`config.mk`:
```
export PLATFORM = sky130hd
export DESIGN_NAME = stuffed_frame_deframer_crc32_core_flat
export DESIGN_NICKNAME = d
export VERILOG_FILES = /design/src/design/sfd_pkg.sv /design/src/design/sfd_rx_if.sv /design/src/design/sfd_tx_if.sv /design/src/design/sfd_ram.sv /design/src/design/sfd_cmd_fifo.sv /design/src/design/sfd_front.sv /design/src/design/sfd_back.sv /design/src/design/stuffed_frame_deframer_crc32_core.sv /design/src/flat_wrapper.sv
export SDC_FILE = /design/constraint.sdc
export NUM_CORES = 2
export LEC_CHECK = 0
export ABC_AREA = 1
export BUFFER_PORTS_ARGS = -buffer_cell sky130_fd_sc_hd__buf_2
export CORE_AREA = 2 2 339 341
export CTS_BUF_LIST = sky130_fd_sc_hd__clkbuf_4 sky130_fd_sc_hd__clkbuf_8 sky130_fd_sc_hd__clkbuf_16
export DETAILED_ROUTE_END_ITERATION = 10
export DIE_AREA = 0 0 341 343
export PLACE_DENSITY = 0.58
export SLEW_MARGIN = 20
export SYNTH_ARGS = -nofsm -noshare
export SYNTH_HDL_FRONTEND = slang
export SYNTH_SLANG_ARGS = --single-unit
```
`constraint.sdc`:
```
create_clock -name clk -period 11.1 [get_ports clk]
set_input_delay 1.11 -clock clk [delete_from_list [all_inputs] [get_ports clk]]
set_output_delay 1.11 -clock clk [all_outputs]
set_load 0.02 [all_outputs]
```
`src/design/sfd_pkg.sv`:
```
package sfd_pkg;

	// Framing bytes of the link.
	localparam logic [7:0] FLAG_BYTE = 8'h7e;
	localparam logic [7:0] ESC_BYTE  = 8'h7d;
	localparam logic [7:0] ESC_XOR   = 8'h20;

	// Reflected CRC-32 generator polynomial.
	localparam logic [31:0] CRC_POLY = 32'hedb88320;

	// Body layout: version, kind, session, request, payload, CRC.
	localparam int MIN_BODY      = 18;
	localparam int MAX_KIND      = 7;
	localparam int HDR_VERSION   = 0;
	localparam int HDR_KIND      = 1;
	localparam int SESSION_START = 2;
	localparam int SESSION_BYTES = 8;
	localparam int REQUEST_START = 10;
	localparam int REQUEST_BYTES = 4;
	localparam int PAYLOAD_START = 14;
	localparam int CRC_BYTES     = 4;
	localparam logic [7:0] VERSION_ONE = 8'h01;

	// Width of the payload length field.
	localparam int PLEN_W = 7;

	// Result status codes.
	typedef enum logic [1:0] {
		ST_CONSUMED = 2'd0,
		ST_NOISE    = 2'd1,
		ST_BAD      = 2'd2,
		ST_GOOD     = 2'd3
	} status_t;

	// One word of work handed from the front end to the back end.
	typedef struct packed {
		status_t            status;
		logic [2:0]         kind;
		logic [63:0]        session;
		logic [31:0]        request;
		logic [PLEN_W-1:0]  plen;
	} cmd_t;

	// Advance a reflected CRC-32 by one byte, least significant bit first.
	function automatic logic [31:0] crc32_byte(input logic [31:0] c, input logic [7:0] d);
		logic [31:0] x;
		x = c ^ {24'h000000, d};
		for (int k = 0; k < 8; k++) begin
			x = (x >> 1) ^ (CRC_POLY & {32{x[0]}});
		end
		return x;
	endfunction

endpackage

```
`src/design/sfd_rx_if.sv`:
```
interface sfd_rx_if;
	logic       valid;
	logic       ready;
	logic [7:0] wire_byte;

	modport source (output valid, output wire_byte, input ready);
	modport sink (input valid, input wire_byte, output ready);
endinterface

```
`src/design/sfd_tx_if.sv`:
```
interface sfd_tx_if;
	logic        valid;
	logic        ready;
	logic [1:0]  status;
	logic [2:0]  kind;
	logic [63:0] session;
	logic [31:0] request;
	logic [6:0]  payload_len;
	logic [7:0]  payload_byte;
	logic        payload_valid;
	logic        last;

	modport source (output valid, output status, output kind, output session,
		output request, output payload_len, output payload_byte,
		output payload_valid, output last, input ready);
	modport sink (input valid, input status, input kind, input session,
		input request, input payload_len, input payload_byte,
		input payload_valid, input last, output ready);
endinterface

```
`src/design/sfd_ram.sv`:
```
module sfd_ram #(
	parameter int WIDTH = 8,
	parameter int DEPTH = 64
) (
	input  logic                     clk,
	input  logic                     we,
	input  logic [$clog2(DEPTH)-1:0] waddr,
	input  logic [WIDTH-1:0]         wdata,
	input  logic                     re,
	input  logic [$clog2(DEPTH)-1:0] raddr,
	output logic [WIDTH-1:0]         rdata
);
	logic [WIDTH-1:0] mem_q [DEPTH];
	logic [WIDTH-1:0] rdata_q;

	// One write port and one registered read port.
	always_ff @(posedge clk) begin
		if (we) begin
			mem_q[waddr] <= wdata;
		end
		if (re) begin
			rdata_q <= mem_q[raddr];
		end
	end

	assign rdata = rdata_q;
endmodule

```
`src/design/sfd_cmd_fifo.sv`:
```
module sfd_cmd_fifo (
	input  logic          clk,
	input  logic          arst_n,
	input  logic          push,
	input  sfd_pkg::cmd_t push_cmd,
	output logic          full,
	input  logic          pop,
	output sfd_pkg::cmd_t pop_cmd,
	output logic          empty
);
	sfd_pkg::cmd_t entry_q [2];
	logic          wptr_q;
	logic          rptr_q;
	logic [1:0]    fill_q;

	assign full    = fill_q == 2'd2;
	assign empty   = fill_q == 2'd0;
	assign pop_cmd = entry_q[rptr_q];

	// Pointers and fill level.
	always_ff @(posedge clk or negedge arst_n) begin
		if (!arst_n) begin
			wptr_q <= 1'b0;
			rptr_q <= 1'b0;
			fill_q <= 2'd0;
		end else begin
			if (push) begin
				wptr_q <= ~wptr_q;
			end
			if (pop) begin
				rptr_q <= ~rptr_q;
			end
			if (push && !pop) begin
				fill_q <= fill_q + 2'd1;
			end else if (pop && !push) begin
				fill_q <= fill_q - 2'd1;
			end
		end
	end

	// Entry storage.
	always_ff @(posedge clk) begin
		if (push) begin
			entry_q[wptr_q] <= push_cmd;
		end
	end
endmodule

```
`src/design/sfd_front.sv`:
```
module sfd_front #(
	parameter int MAX_BODY = 64
) (
	input  logic                        clk,
	input  logic                        arst_n,
	sfd_rx_if.sink                      rx,
	output logic                        push,
	output sfd_pkg::cmd_t               push_cmd,
	input  logic                        full,
	input  logic                        done,
	output logic                        ram_we,
	output logic [$clog2(MAX_BODY)-1:0] ram_waddr,
	output logic [7:0]                  ram_wdata
);
	localparam int CW = $clog2(MAX_BODY + 1);
	localparam int AW = $clog2(MAX_BODY);

	// Control state.
	logic          in_frame_q;
	logic          esc_q;
	logic          ovf_q;
	logic [CW-1:0] count_q;
	logic          pending_q;

	// Running check state of the current body.
	logic [31:0] crc_q;
	logic [31:0] last4_q;
	logic        ver_ok_q;
	logic [7:0]  kind_byte_q;
	logic [63:0] session_q;
	logic [31:0] request_q;

	logic       acc;
	logic [7:0] b;
	logic [7:0] d;
	logic       is_flag;
	logic       checked;
	logic       hdr_ok;
	logic       good;
	logic       noise;
	logic       start_esc;
	logic       store;
	logic       full_body;
	logic [CW-1:0] plen_c;
	logic [CW-1:0] sess_off;
	logic [CW-1:0] req_off;

	assign b         = rx.wire_byte;
	assign rx.ready  = !full && !pending_q;
	assign acc       = rx.valid && rx.ready;
	assign d         = esc_q ? (b ^ sfd_pkg::ESC_XOR) : b;
	assign full_body = count_q == CW'(MAX_BODY);
	assign plen_c    = count_q - CW'(sfd_pkg::MIN_BODY);
	assign sess_off  = count_q - CW'(sfd_pkg::SESSION_START);
	assign req_off   = count_q - CW'(sfd_pkg::REQUEST_START);

	// Classify the incoming word against the framing state.
	always_comb begin
		is_flag   = b == sfd_pkg::FLAG_BYTE;
		checked   = in_frame_q && (count_q != '0 || ovf_q || esc_q);
		hdr_ok    = ver_ok_q && kind_byte_q >= 8'd1
			&& kind_byte_q <= 8'(sfd_pkg::MAX_KIND) && session_q != 64'd0;
		good      = checked && !ovf_q && !esc_q && count_q >= CW'(sfd_pkg::MIN_BODY)
			&& hdr_ok && (~crc_q == last4_q);
		noise     = !is_flag && (!in_frame_q
			|| (count_q == '0 && !esc_q && !ovf_q && b != sfd_pkg::VERSION_ONE));
		start_esc = !is_flag && !noise && !ovf_q && !esc_q && b == sfd_pkg::ESC_BYTE;
		store     = !is_flag && !noise && !ovf_q && !start_esc;
	end

	// Build the word for the back end.
	always_comb begin
		push_cmd = '0;
		if (is_flag) begin
			if (good) begin
				push_cmd.status  = sfd_pkg::ST_GOOD;
				push_cmd.kind    = kind_byte_q[2:0];
				push_cmd.session = session_q;
				push_cmd.request = request_q;
				push_cmd.plen    = sfd_pkg::PLEN_W'(plen_c);
			end else if (checked) begin
				push_cmd.status = sfd_pkg::ST_BAD;
			end else begin
				push_cmd.status = sfd_pkg::ST_CONSUMED;
			end
		end else if (noise) begin
			push_cmd.status = sfd_pkg::ST_NOISE;
		end else begin
			push_cmd.status = sfd_pkg::ST_CONSUMED;
		end
	end

	assign push      = acc;
	assign ram_we    = acc && store && !full_body;
	assign ram_waddr = count_q[AW-1:0];
	assign ram_wdata = d;

	// Framing state machine.
	always_ff @(posedge clk or negedge arst_n) begin
		if (!arst_n) begin
			in_frame_q <= 1'b0;
			esc_q      <= 1'b0;
			ovf_q      <= 1'b0;
			count_q    <= '0;
		end else if (acc) begin
			if (is_flag) begin
				in_frame_q <= 1'b1;
				esc_q      <= 1'b0;
				ovf_q      <= 1'b0;
				count_q    <= '0;
			end else if (noise) begin
				in_frame_q <= 1'b0;
			end else if (start_esc) begin
				esc_q <= 1'b1;
			end else if (store) begin
				esc_q <= 1'b0;
				if (full_body) begin
					ovf_q   <= 1'b1;
					count_q <= '0;
				end else begin
					count_q <= count_q + CW'(1);
				end
			end
		end
	end

	// Hold input while the back end still reads a good frame from the buffer.
	always_ff @(posedge clk or negedge arst_n) begin
		if (!arst_n) begin
			pending_q <= 1'b0;
		end else if (acc && is_flag && good) begin
			pending_q <= 1'b1;
		end else if (done) begin
			pending_q <= 1'b0;
		end
	end

	// CRC runs four bytes behind the newest byte, so at the flag it covers
	// everything but the trailing check field, which sits in last4_q.
	always_ff @(posedge clk) begin
		if (acc && is_flag) begin
			crc_q <= '1;
		end else if (ram_we) begin
			last4_q <= {d, last4_q[31:8]};
			if (count_q >= CW'(sfd_pkg::CRC_BYTES)) begin
				crc_q <= sfd_pkg::crc32_byte(crc_q, last4_q[7:0]);
			end
			if (count_q == CW'(sfd_pkg::HDR_VERSION)) begin
				ver_ok_q <= d == sfd_pkg::VERSION_ONE;
			end
			if (count_q == CW'(sfd_pkg::HDR_KIND)) begin
				kind_byte_q <= d;
			end
			if (count_q >= CW'(sfd_pkg::SESSION_START)
				&& count_q < CW'(sfd_pkg::SESSION_START + sfd_pkg::SESSION_BYTES)) begin
				session_q[8 * sess_off[2:0] +: 8] <= d;
			end
			if (count_q >= CW'(sfd_pkg::REQUEST_START)
				&& count_q < CW'(sfd_pkg::REQUEST_START + sfd_pkg::REQUEST_BYTES)) begin
				request_q[8 * req_off[1:0] +: 8] <= d;
			end
		end
	end
endmodule

```
`src/design/sfd_back.sv`:
```
module sfd_back #(
	parameter int MAX_BODY = 64
) (
	input  logic                        clk,
	input  logic                        arst_n,
	input  logic                        empty,
	input  sfd_pkg::cmd_t               pop_cmd,
	output logic                        pop,
	output logic                        done,
	output logic                        ram_re,
	output logic [$clog2(MAX_BODY)-1:0] ram_raddr,
	input  logic [7:0]                  ram_rdata,
	sfd_tx_if.source                    tx
);
	localparam int AW = $clog2(MAX_BODY);
	localparam int PW = sfd_pkg::PLEN_W;

	typedef enum logic {
		S_IDLE,
		S_BURST
	} state_t;

	state_t        state_q;
	sfd_pkg::cmd_t cmd_q;
	logic [PW-1:0] idx_q;

	logic          out_valid_q;
	logic [1:0]    out_status_q;
	logic [2:0]    out_kind_q;
	logic [63:0]   out_session_q;
	logic [31:0]   out_request_q;
	logic [PW-1:0] out_plen_q;
	logic [7:0]    out_byte_q;
	logic          out_pvalid_q;
	logic          out_last_q;

	logic          can_load;
	logic          start_burst;
	logic          last_byte;
	logic [PW-1:0] rd_idx;
	logic [PW:0]   rd_addr_full;

	assign can_load    = !out_valid_q || tx.ready;
	assign pop         = state_q == S_IDLE && !empty && can_load;
	assign start_burst = pop_cmd.status == sfd_pkg::ST_GOOD && pop_cmd.plen != '0;
	assign last_byte   = idx_q == cmd_q.plen - PW'(1);

	// Read address of the next payload byte.
	always_comb begin
		ram_re = 1'b0;
		rd_idx = '0;
		done   = 1'b0;
		unique case (state_q)
			S_IDLE: begin
				if (pop) begin
					ram_re = start_burst;
					done   = pop_cmd.status == sfd_pkg::ST_GOOD && !start_burst;
				end
			end
			S_BURST: begin
				if (can_load) begin
					ram_re = !last_byte;
					rd_idx = idx_q + PW'(1);
					done   = last_byte;
				end
			end
			default: begin
				ram_re = 1'b0;
			end
		endcase
		rd_addr_full = (PW + 1)'(sfd_pkg::PAYLOAD_START) + {1'b0, rd_idx};
	end

	assign ram_raddr = rd_addr_full[AW-1:0];

	// Sequencer and output register.
	always_ff @(posedge clk or negedge arst_n) begin
		if (!arst_n) begin
			state_q       <= S_IDLE;
			cmd_q         <= '0;
			idx_q         <= '0;
			out_valid_q   <= 1'b0;
			out_status_q  <= '0;
			out_kind_q    <= '0;
			out_session_q <= '0;
			out_request_q <= '0;
			out_plen_q    <= '0;
			out_byte_q    <= '0;
			out_pvalid_q  <= 1'b0;
			out_last_q    <= 1'b0;
		end else begin
			if (out_valid_q && tx.ready) begin
				out_valid_q <= 1'b0;
			end
			unique case (state_q)
				S_IDLE: begin
					if (pop) begin
						if (start_burst) begin
							cmd_q   <= pop_cmd;
							idx_q   <= '0;
							state_q <= S_BURST;
						end else begin
							out_valid_q   <= 1'b1;
							out_status_q  <= pop_cmd.status;
							out_kind_q    <= pop_cmd.kind;
							out_session_q <= pop_cmd.session;
							out_request_q <= pop_cmd.request;
							out_plen_q    <= pop_cmd.plen;
							out_byte_q    <= '0;
							out_pvalid_q  <= 1'b0;
							out_last_q    <= 1'b1;
						end
					end
				end
				S_BURST: begin
					if (can_load) begin
						out_valid_q   <= 1'b1;
						out_status_q  <= cmd_q.status;
						out_kind_q    <= cmd_q.kind;
						out_session_q <= cmd_q.session;
						out_request_q <= cmd_q.request;
						out_plen_q    <= cmd_q.plen;
						out_byte_q    <= ram_rdata;
						out_pvalid_q  <= 1'b1;
						out_last_q    <= last_byte;
						idx_q         <= idx_q + PW'(1);
						if (last_byte) begin
							state_q <= S_IDLE;
						end
					end
				end
				default: begin
					state_q <= S_IDLE;
				end
			endcase
		end
	end

	assign tx.valid         = out_valid_q;
	assign tx.status        = out_status_q;
	assign tx.kind          = out_kind_q;
	assign tx.session       = out_session_q;
	assign tx.request       = out_request_q;
	assign tx.payload_len   = out_plen_q;
	assign tx.payload_byte  = out_byte_q;
	assign tx.payload_valid = out_pvalid_q;
	assign tx.last          = out_last_q;
endmodule

```
`src/design/stuffed_frame_deframer_crc32_core.sv`:
```
// Byte-stuffed frame deframer with CRC-32 check. Each word on rx is one wire
// byte and gives one result word on tx, except the closing flag of a good
// frame, which gives one word per payload byte (or a single word for an empty
// payload), the final word marked by last. The front end takes one byte per
// cycle, stores the unescaped body in a MAX_BODY-byte buffer and keeps a
// running CRC and the header fields as the bytes arrive, so the check at the
// flag costs nothing extra. A two-word queue separates it from the back end,
// which drives a registered output. After the closing flag of a good frame,
// rx stays stalled until the back end has read the last payload byte from the
// body buffer, and longer under back pressure on tx. Otherwise the rate is
// one byte per cycle while the queue has room.
module stuffed_frame_deframer_crc32_core #(
	parameter int MAX_BODY = 64
) (
	input  logic     clk,
	input  logic     arst_n,
	sfd_rx_if.sink   rx,
	sfd_tx_if.source tx
);
	localparam int AW = $clog2(MAX_BODY);

	sfd_pkg::cmd_t push_cmd;
	sfd_pkg::cmd_t pop_cmd;
	logic          push;
	logic          pop;
	logic          full;
	logic          empty;
	logic          done;
	logic          ram_we;
	logic [AW-1:0] ram_waddr;
	logic [7:0]    ram_wdata;
	logic          ram_re;
	logic [AW-1:0] ram_raddr;
	logic [7:0]    ram_rdata;

	// Front end: framing, unstuffing and frame checks.
	sfd_front #(.MAX_BODY(MAX_BODY)) u_front (
		.clk       (clk),
		.arst_n    (arst_n),
		.rx        (rx),
		.push      (push),
		.push_cmd  (push_cmd),
		.full      (full),
		.done      (done),
		.ram_we    (ram_we),
		.ram_waddr (ram_waddr),
		.ram_wdata (ram_wdata)
	);

	// Body buffer.
	sfd_ram #(.WIDTH(8), .DEPTH(MAX_BODY)) u_body_ram (
		.clk   (clk),
		.we    (ram_we),
		.waddr (ram_waddr),
		.wdata (ram_wdata),
		.re    (ram_re),
		.raddr (ram_raddr),
		.rdata (ram_rdata)
	);

	// Queue of words between the two halves.
	sfd_cmd_fifo u_fifo (
		.clk      (clk),
		.arst_n   (arst_n),
		.push     (push),
		.push_cmd (push_cmd),
		.full     (full),
		.pop      (pop),
		.pop_cmd  (pop_cmd),
		.empty    (empty)
	);

	// Back end: result delivery and payload read-out.
	sfd_back #(.MAX_BODY(MAX_BODY)) u_back (
		.clk       (clk),
		.arst_n    (arst_n),
		.empty     (empty),
		.pop_cmd   (pop_cmd),
		.pop       (pop),
		.done      (done),
		.ram_re    (ram_re),
		.ram_raddr (ram_raddr),
		.ram_rdata (ram_rdata),
		.tx        (tx)
	);
endmodule

```
`src/flat_wrapper.sv`:
```
// flat-port wrapper written by rule: the top's interface ports become plain ports
module stuffed_frame_deframer_crc32_core_flat 
#(
	parameter int MAX_BODY = 64
)
  (clk, arst_n, rx_valid, rx_wire_byte, rx_ready, tx_valid, tx_status, tx_kind, tx_session, tx_request, tx_payload_len, tx_payload_byte, tx_payload_valid, tx_last, tx_ready);
  sfd_rx_if rx_i ();
  sfd_tx_if tx_i ();
  input  logic clk;
  input  logic arst_n;
  input wire logic [$bits(rx_i.valid)-1:0] rx_valid;
  input wire logic [$bits(rx_i.wire_byte)-1:0] rx_wire_byte;
  output wire logic [$bits(rx_i.ready)-1:0] rx_ready;
  output wire logic [$bits(tx_i.valid)-1:0] tx_valid;
  output wire logic [$bits(tx_i.status)-1:0] tx_status;
  output wire logic [$bits(tx_i.kind)-1:0] tx_kind;
  output wire logic [$bits(tx_i.session)-1:0] tx_session;
  output wire logic [$bits(tx_i.request)-1:0] tx_request;
  output wire logic [$bits(tx_i.payload_len)-1:0] tx_payload_len;
  output wire logic [$bits(tx_i.payload_byte)-1:0] tx_payload_byte;
  output wire logic [$bits(tx_i.payload_valid)-1:0] tx_payload_valid;
  output wire logic [$bits(tx_i.last)-1:0] tx_last;
  input wire logic [$bits(tx_i.ready)-1:0] tx_ready;
  assign rx_i.valid = rx_valid;
  assign rx_i.wire_byte = rx_wire_byte;
  assign rx_ready = rx_i.ready;
  assign tx_valid = tx_i.valid;
  assign tx_status = tx_i.status;
  assign tx_kind = tx_i.kind;
  assign tx_session = tx_i.session;
  assign tx_request = tx_i.request;
  assign tx_payload_len = tx_i.payload_len;
  assign tx_payload_byte = tx_i.payload_byte;
  assign tx_payload_valid = tx_i.payload_valid;
  assign tx_last = tx_i.last;
  assign tx_i.ready = tx_ready;
  stuffed_frame_deframer_crc32_core #(.MAX_BODY(MAX_BODY)) u_core (.clk(clk), .arst_n(arst_n), .rx(rx_i), .tx(tx_i));
endmodule
```
---- Word-level counts from Yosys, hierarchy flattened ----
Memory sizes are Yosys's and may differ from the RTL's. A register that Yosys moved wholly into a read port is not among the register bits.
Cells that the tools add are included.
storage, ports and cells
  register bits ........................... 419
  memory bits (writable) .................. 728
  output and inout bits ................... 120
  memories ................................ 2
operators by class
  add/subtract/negate cells ............... 11
  magnitude comparators ................... 8
  equality and inequality tests ........... 16
  shifts and indexed selects .............. 4
  multiplexer cells ....................... 87
  bitwise logic cells ..................... 15
  reductions and logical operators ........ 76
memory list
  name                     depth  width  read ports  clocked after memory_dff  wr ports  line                RTL
  u_core.u_body_ram.mem_q  64     8      1           1                         1         sfd_ram.sv:13       logic [WIDTH-1:0] mem_q [DEPTH];
  u_core.u_fifo.entry_q    2      108    1           0                         1         sfd_cmd_fifo.sv:11  sfd_pkg::cmd_t entry_q [2];
operators with widths
  operator                 count
  $xor 31x32->32           8
  $mux 106                 2
  $mux 64                  3
  $pmux 64 s2              1
  $mux 32                  3
  $mux 7                   11
  $bwmux 64                1
  $pmux 32 s2              1
  $reduce_bool 64->1       1
  $shift 8x34->64 const A  1
  $shiftx 8x34->64         1
  $mux 1                   36
  $neg 5->34               1
  $neg 6->34               1
  $shift 8x34->32 const A  1
  $shiftx 8x34->32         1
  $logic_and 1x1->1        33
  $bwmux 32                1
  $eq 32x32->1             1
  $not 32->32              1
  $xor 32x8->32            1
  $pmux 7 s2               2
  $mux 8                   3
  $reduce_and 3->1         8
  other kinds (42)         94

---- Depth between registers and ports, before layout ----
  word-level depth ........................ 17
  mapped depth ............................ 19
  gate-level depth less buffers ........... 14

---- Modules after synthesis ----
From an unflattened synthesis, not the netlist that was laid out.
second synthesis, totals
  cell total of the unflattened synthesis .. 4570
  area, all modules ....................... 49364.8 µm²
by module, submodules not included
  module        times used  cells an instance  area each (µm²)
  sfd_ram       1           1805               21419.3
  sfd_back      1           1228               10256.1
  sfd_front     1           1176               9664.3
  sfd_cmd_fifo  1           361                8025.2

---- Worst setup path before layout ----
No wires, ideal clock.
  path type ............................... input to register
  from .................................... input port rx_valid
  to ...................................... memory u_core.u_fifo.entry_q[0][0] (netlist name), enable pin
  setup time .............................. 0.576 ns
  data arrival time ....................... 5.737 ns
  data required time ...................... 10.524 ns
  path slack .............................. 4.787 ns
  stages .................................. 2
  path buffers ............................ 0
  cell sequence ........................... nand2_2 -> nor2_1
between the ends
  longest elaborated chain between the ends .. 3
RTL lines
  item                          line                RTL
  start: declaration            flat_wrapper.sv:11  input wire logic [$bits(rx_i.valid)-1:0] rx_valid;
  $logic_and 1x1->1             sfd_front.sv:50     assign acc = rx.valid && rx.ready;
  $mux 1                        sfd_cmd_fifo.sv:43  if (push) begin
  $mux 1 (not written as such)  sfd_cmd_fifo.sv:44  entry_q[wptr_q] <= push_cmd;
  end: declaration              sfd_cmd_fifo.sv:11
No other way between the ends.

---- Worst setup path in the final report ----
  from .................................... register u_core.u_back.state_q
  to ...................................... register u_core.u_body_ram.rdata_q[5] (netlist: u_core.u_body_ram.rdata[5]) (read register of u_core.u_body_ram.mem_q) (data pin)
between the ends
  longest elaborated chain between the ends .. 5
RTL lines
  item                                                 line             RTL
  start: declaration                                   sfd_back.sv:23   state_t state_q;
  start signal: assignment                             sfd_back.sv:79   state_q <= S_IDLE;
  start signal: assignment                             sfd_back.sv:101  state_q <= S_BURST;
  start signal: assignment                             sfd_back.sv:128  state_q <= S_IDLE;
  branches (longest 5 deep; another with $add 4x6->6)  -
  end: declaration                                     sfd_ram.sv:14    logic [WIDTH-1:0] rdata_q;
Several ways; the timed one is not identified.
A chain may end at the register's enable or synchronous reset.

==> flow_summary.yaml <==
outcome:
  status: "complete, no violations"
global_route:
  use_met3_pct: 3.58
  grt.met2_usage_pct: 35.0
  track_usage_pct: 22.0
  grt_pass1_wl_um: 198000
  overflow: 0
  grt_pass1_vias: 31700
  grt_max_degree: 267
  globalRoute.busiestLayer: "met2"
  grtUsageMet1_pct: 31.1
  antenna_found_initial: 5
placed_design:
  dpl.hpwl_um: 79200
  gp_congestion: 0.872
  placed_area_sq_mm: 0.0515
  io_buffers: 131
cells_and_area:
  area_growth_pct: 11.6
  multi_input_area_sq_mm: 0.0138
  register_area_sq_mm: 0.0331
  final_area_sq_mm: 0.0555
  utilization_pct: 48.9
  fillCellCount: 10200
  nNetsFinal: 4729
  drive_gt1_share_pct: 9.75
critical_path:
  crit_top_cell: "nand3_1"
  cp.required_ps: 11690
  crit_slowest_cell: "ha_4"
  end_kind: "register"
  cp_max_fo: 102
  path_buf_inv: 3
  arrival_ps: 7000
  worstSetupPathType: "register to register"
  path_cells: "nand2_4 > inv_1 > nand2_2 > ha_4 > clkinv_2 > buf_4 > nor2_1 > o21ai_0 > nand3_1 > nand3_1 > nand3_1 > nand3_1 > nand2_1"
  path_delay_family: "buffers and inverters"
  crit_path_start_kind: "register"
  max_stage_delay_ps: 1180
power:
  irDropWorstVdd_uv: 151
  power_leakage_nw: 23.3
  power_per_cell_area_mw_per_mm2: 204
synthesis:
  postSynthAreaPerCell_sq_um: 10.7
  syn_inst: 4663
  synth_seq_area_share_pct: 66.7
  ys_ff_latch: 1155
  async_reset_ff_share_pct: 21.6
  synth_edf_count: 873
  yosysUniqueCellTypes: 46
  ys_warn_count: 0
  synth_area_leader_cell: "edfxtp_1"
  syn_area_sq_mm: 0.0497
  ys.flop_type: "edfxtp_1"
  yosys.area.top_type_share_pct: 52.8
  synth_fp_nets: 4695
  synth.area.top_cells: "edfxtp_1, dfrtp_1, nand2_1"
die:
  fp.dieH_um: 343
  dieWidth_um: 341
  coreArea_sq_mm: 0.113
  rows: 124
  start_util_pct: 43.8
  num_io_pins: 132
  die-area_sq_mm: 0.117
route:
  first_iter_violations: 3315
  post_drt_wl_per_cell_um: 20.4
  vias: 33300
  viasPerCell: 5.27
  drtPass1Iterations: 6
  postRouteWirelength_um: 129000
  ant_nets: 0
  drc_errors: 0
timing:
  rsz0062_at_grt: "false"
  setup_tns_ps: 0
  max_freq_mhz: 156
  min_period_ps: 6410
  slew_viol_final: 0
  period_share_pct: 57.8
  worst_pin_slew_ps: 1100
  slew_headroom_pct: 26.6
  finalHoldViolations: 0
  final-setup-viol-count: 0
  skew_ps: 25.3
  whs_ps: 304
cts:
  clock_path_buffers: 3
  cts_made_buffers: 120
  clock_latency_ps: 720
  clk_pin_slew_ps: 60
  cts_resized: 0
  cts.htree.levels: 3
  post-cts-setup-buffer-count: 0
  cts_sinks: 1155
  ctsHoldBuffers: 0
  cts-root-buf: "clkbuf_16"
  cts_tree: "done"
job:
  max_cap_violations: 0
worst_hold_path:
  hp-class: "primary input to async pin"
==> worst paths after layout <==
kind | from | end | slack, ps | cells past startpoint
min in group clk | u_core.u_back.cmd_q[106] | u_core.u_back.cmd_q[106] | 470 | 1
worst min register to register | u_core.u_back.cmd_q[106] | u_core.u_back.cmd_q[106] | 470 | 1
worst max register to register | u_core.u_back.state_q | u_core.u_body_ram.rdata[5] | 4690 | 13
worst max-delay path | u_core.u_back.state_q | u_core.u_body_ram.rdata[5] | 4690 | 13
max in group asynchronous | arst_n | u_core.u_back.cmd_q[91] | 8350 | 4
worst min-delay path | arst_n | u_core.u_back.tx.request[21] | 300 | 1
==> worst reg2reg max path, cell delays in order (launching register included) <==
cell,delay (ps)
dfrtp_4,1050
nand2_4,460
inv_1,410
nand2_2,480
ha_4,1180
clkinv_2,1140
buf_4,690
nor2_1,180
o21ai_0,90
nand3_1,130
nand3_1,90
nand3_1,160
nand3_1,140
nand2_1,90
==> synthesized netlist by cell type (all sizes together), types with 2 or more instances <==
cell type / number
dfxtp: 32
ha: 20
inv: 454
xnor2: 38
dfrtp: 250
mux2i: 104
o21ai: 370
clkbuf: 137
nor3b: 2
or2: 18
xor2: 51
nor3: 28
nor2: 576
nand3: 542
buf: 125
o211ai: 21
nand2: 831
edfxtp: 873
a21oi: 38
clkinv: 2
nand4: 138
nor4: 5
==> placed cells by master (no fill, tap or decap), drive strengths merged, types with 2 or more instances in the layout <==
| cell type | instances |
|---|---|
| or2 | 18 |
| clkinv | 50 |
| nand2 | 831 |
| nor3 | 28 |
| xnor2 | 38 |
| ha | 20 |
| dfrtp | 250 |
| bufinv | 4 |
| nand3 | 542 |
| dfxtp | 32 |
| edfxtp | 873 |
| mux2i | 104 |
| nor3b | 2 |
| xor2 | 51 |
| o21ai | 370 |
| a21oi | 38 |
| buf | 174 |
| inv | 458 |
| o211ai | 21 |
| nor2 | 576 |
| nand4 | 138 |
| clkinvlp | 4 |
| clkbuf | 164 |
| nor4 | 5 |
==> sequential cells by signal, indices dropped and copies added, names as in the netlist, 2 cells and up <==
signal / count
u_core.u_back.cmd_q: 108
u_core.u_back.idx_q: 7
u_core.u_back.tx.kind: 3
u_core.u_back.tx.payload_byte: 8
u_core.u_back.tx.payload_len: 7
u_core.u_back.tx.request: 32
u_core.u_back.tx.session: 64
u_core.u_back.tx.status: 2
u_core.u_body_ram.mem_q: 512
u_core.u_body_ram.rdata: 8
u_core.u_fifo.entry_q: 216
u_core.u_fifo.fill_q: 2
u_core.u_front.count_q: 7
u_core.u_front.crc_q: 32
u_core.u_front.kind_byte_q: 8
u_core.u_front.last4_q: 32
u_core.u_front.request_q: 32
u_core.u_front.session_q: 64
==> final cells by class <==
class / instances / area share (%)
antenna: 1 / 0.00451
clock buffer: 164 / 6.22
clock inverter: 60 / 0.799
inverter: 456 / 3.10
multi-input combinational: 2790 / 24.9
sequential: 1155 / 59.7
tap: 1512 / 3.41
timing repair buffer: 174 / 1.88
==> cells by family after synthesis <==
kind of cell / after synthesis / synth area share (%)
AND/OR/NAND/NOR: 2143 / 18.8
flip-flops: 1155 / 66.7
buffers and inverters: 718 / 5.78
AO/OA/AOI/OAI: 434 / 4.52
multiplexers: 104 / 2.10
XOR/XNOR: 89 / 1.61
adder cells (fa/ha/maj): 20 / 0.504
==> where the power goes <==
part	total, mW	switching, mW	internal, mW
registers	5.13	0.146	4.98
logic	2.22	1.62	0.604
clock network	3.96	1.70	2.26
==> routing by layer <==
| layer | up-vias | part of all wire, % |
|---|---|---|
| met1 | 16100 | 44 |
| li1 | 15900 | - |
| met4 | 4 | 2.9 |
| met2 | 1036 | 47 |
| met3 | 229 | 6.4 |
| met5 | - | 0.023 |
==> through the flow <==
step | setup WS [ps] | power, mW | instances
5_1_grt | 4140 | 11.8 | 6311
3_3_place_gp | 4120 | 7.40 | 6085
6_report | 4690 | 11.3 | 6312
2_1_floorplan | 4790 | 6.64 | 4663
3_5_place_dp | 4030 | 7.43 | 6085
4_1_cts | 4670 | 11.4 | 6309
No activity file was read; power rests on OpenSTA's default activity.
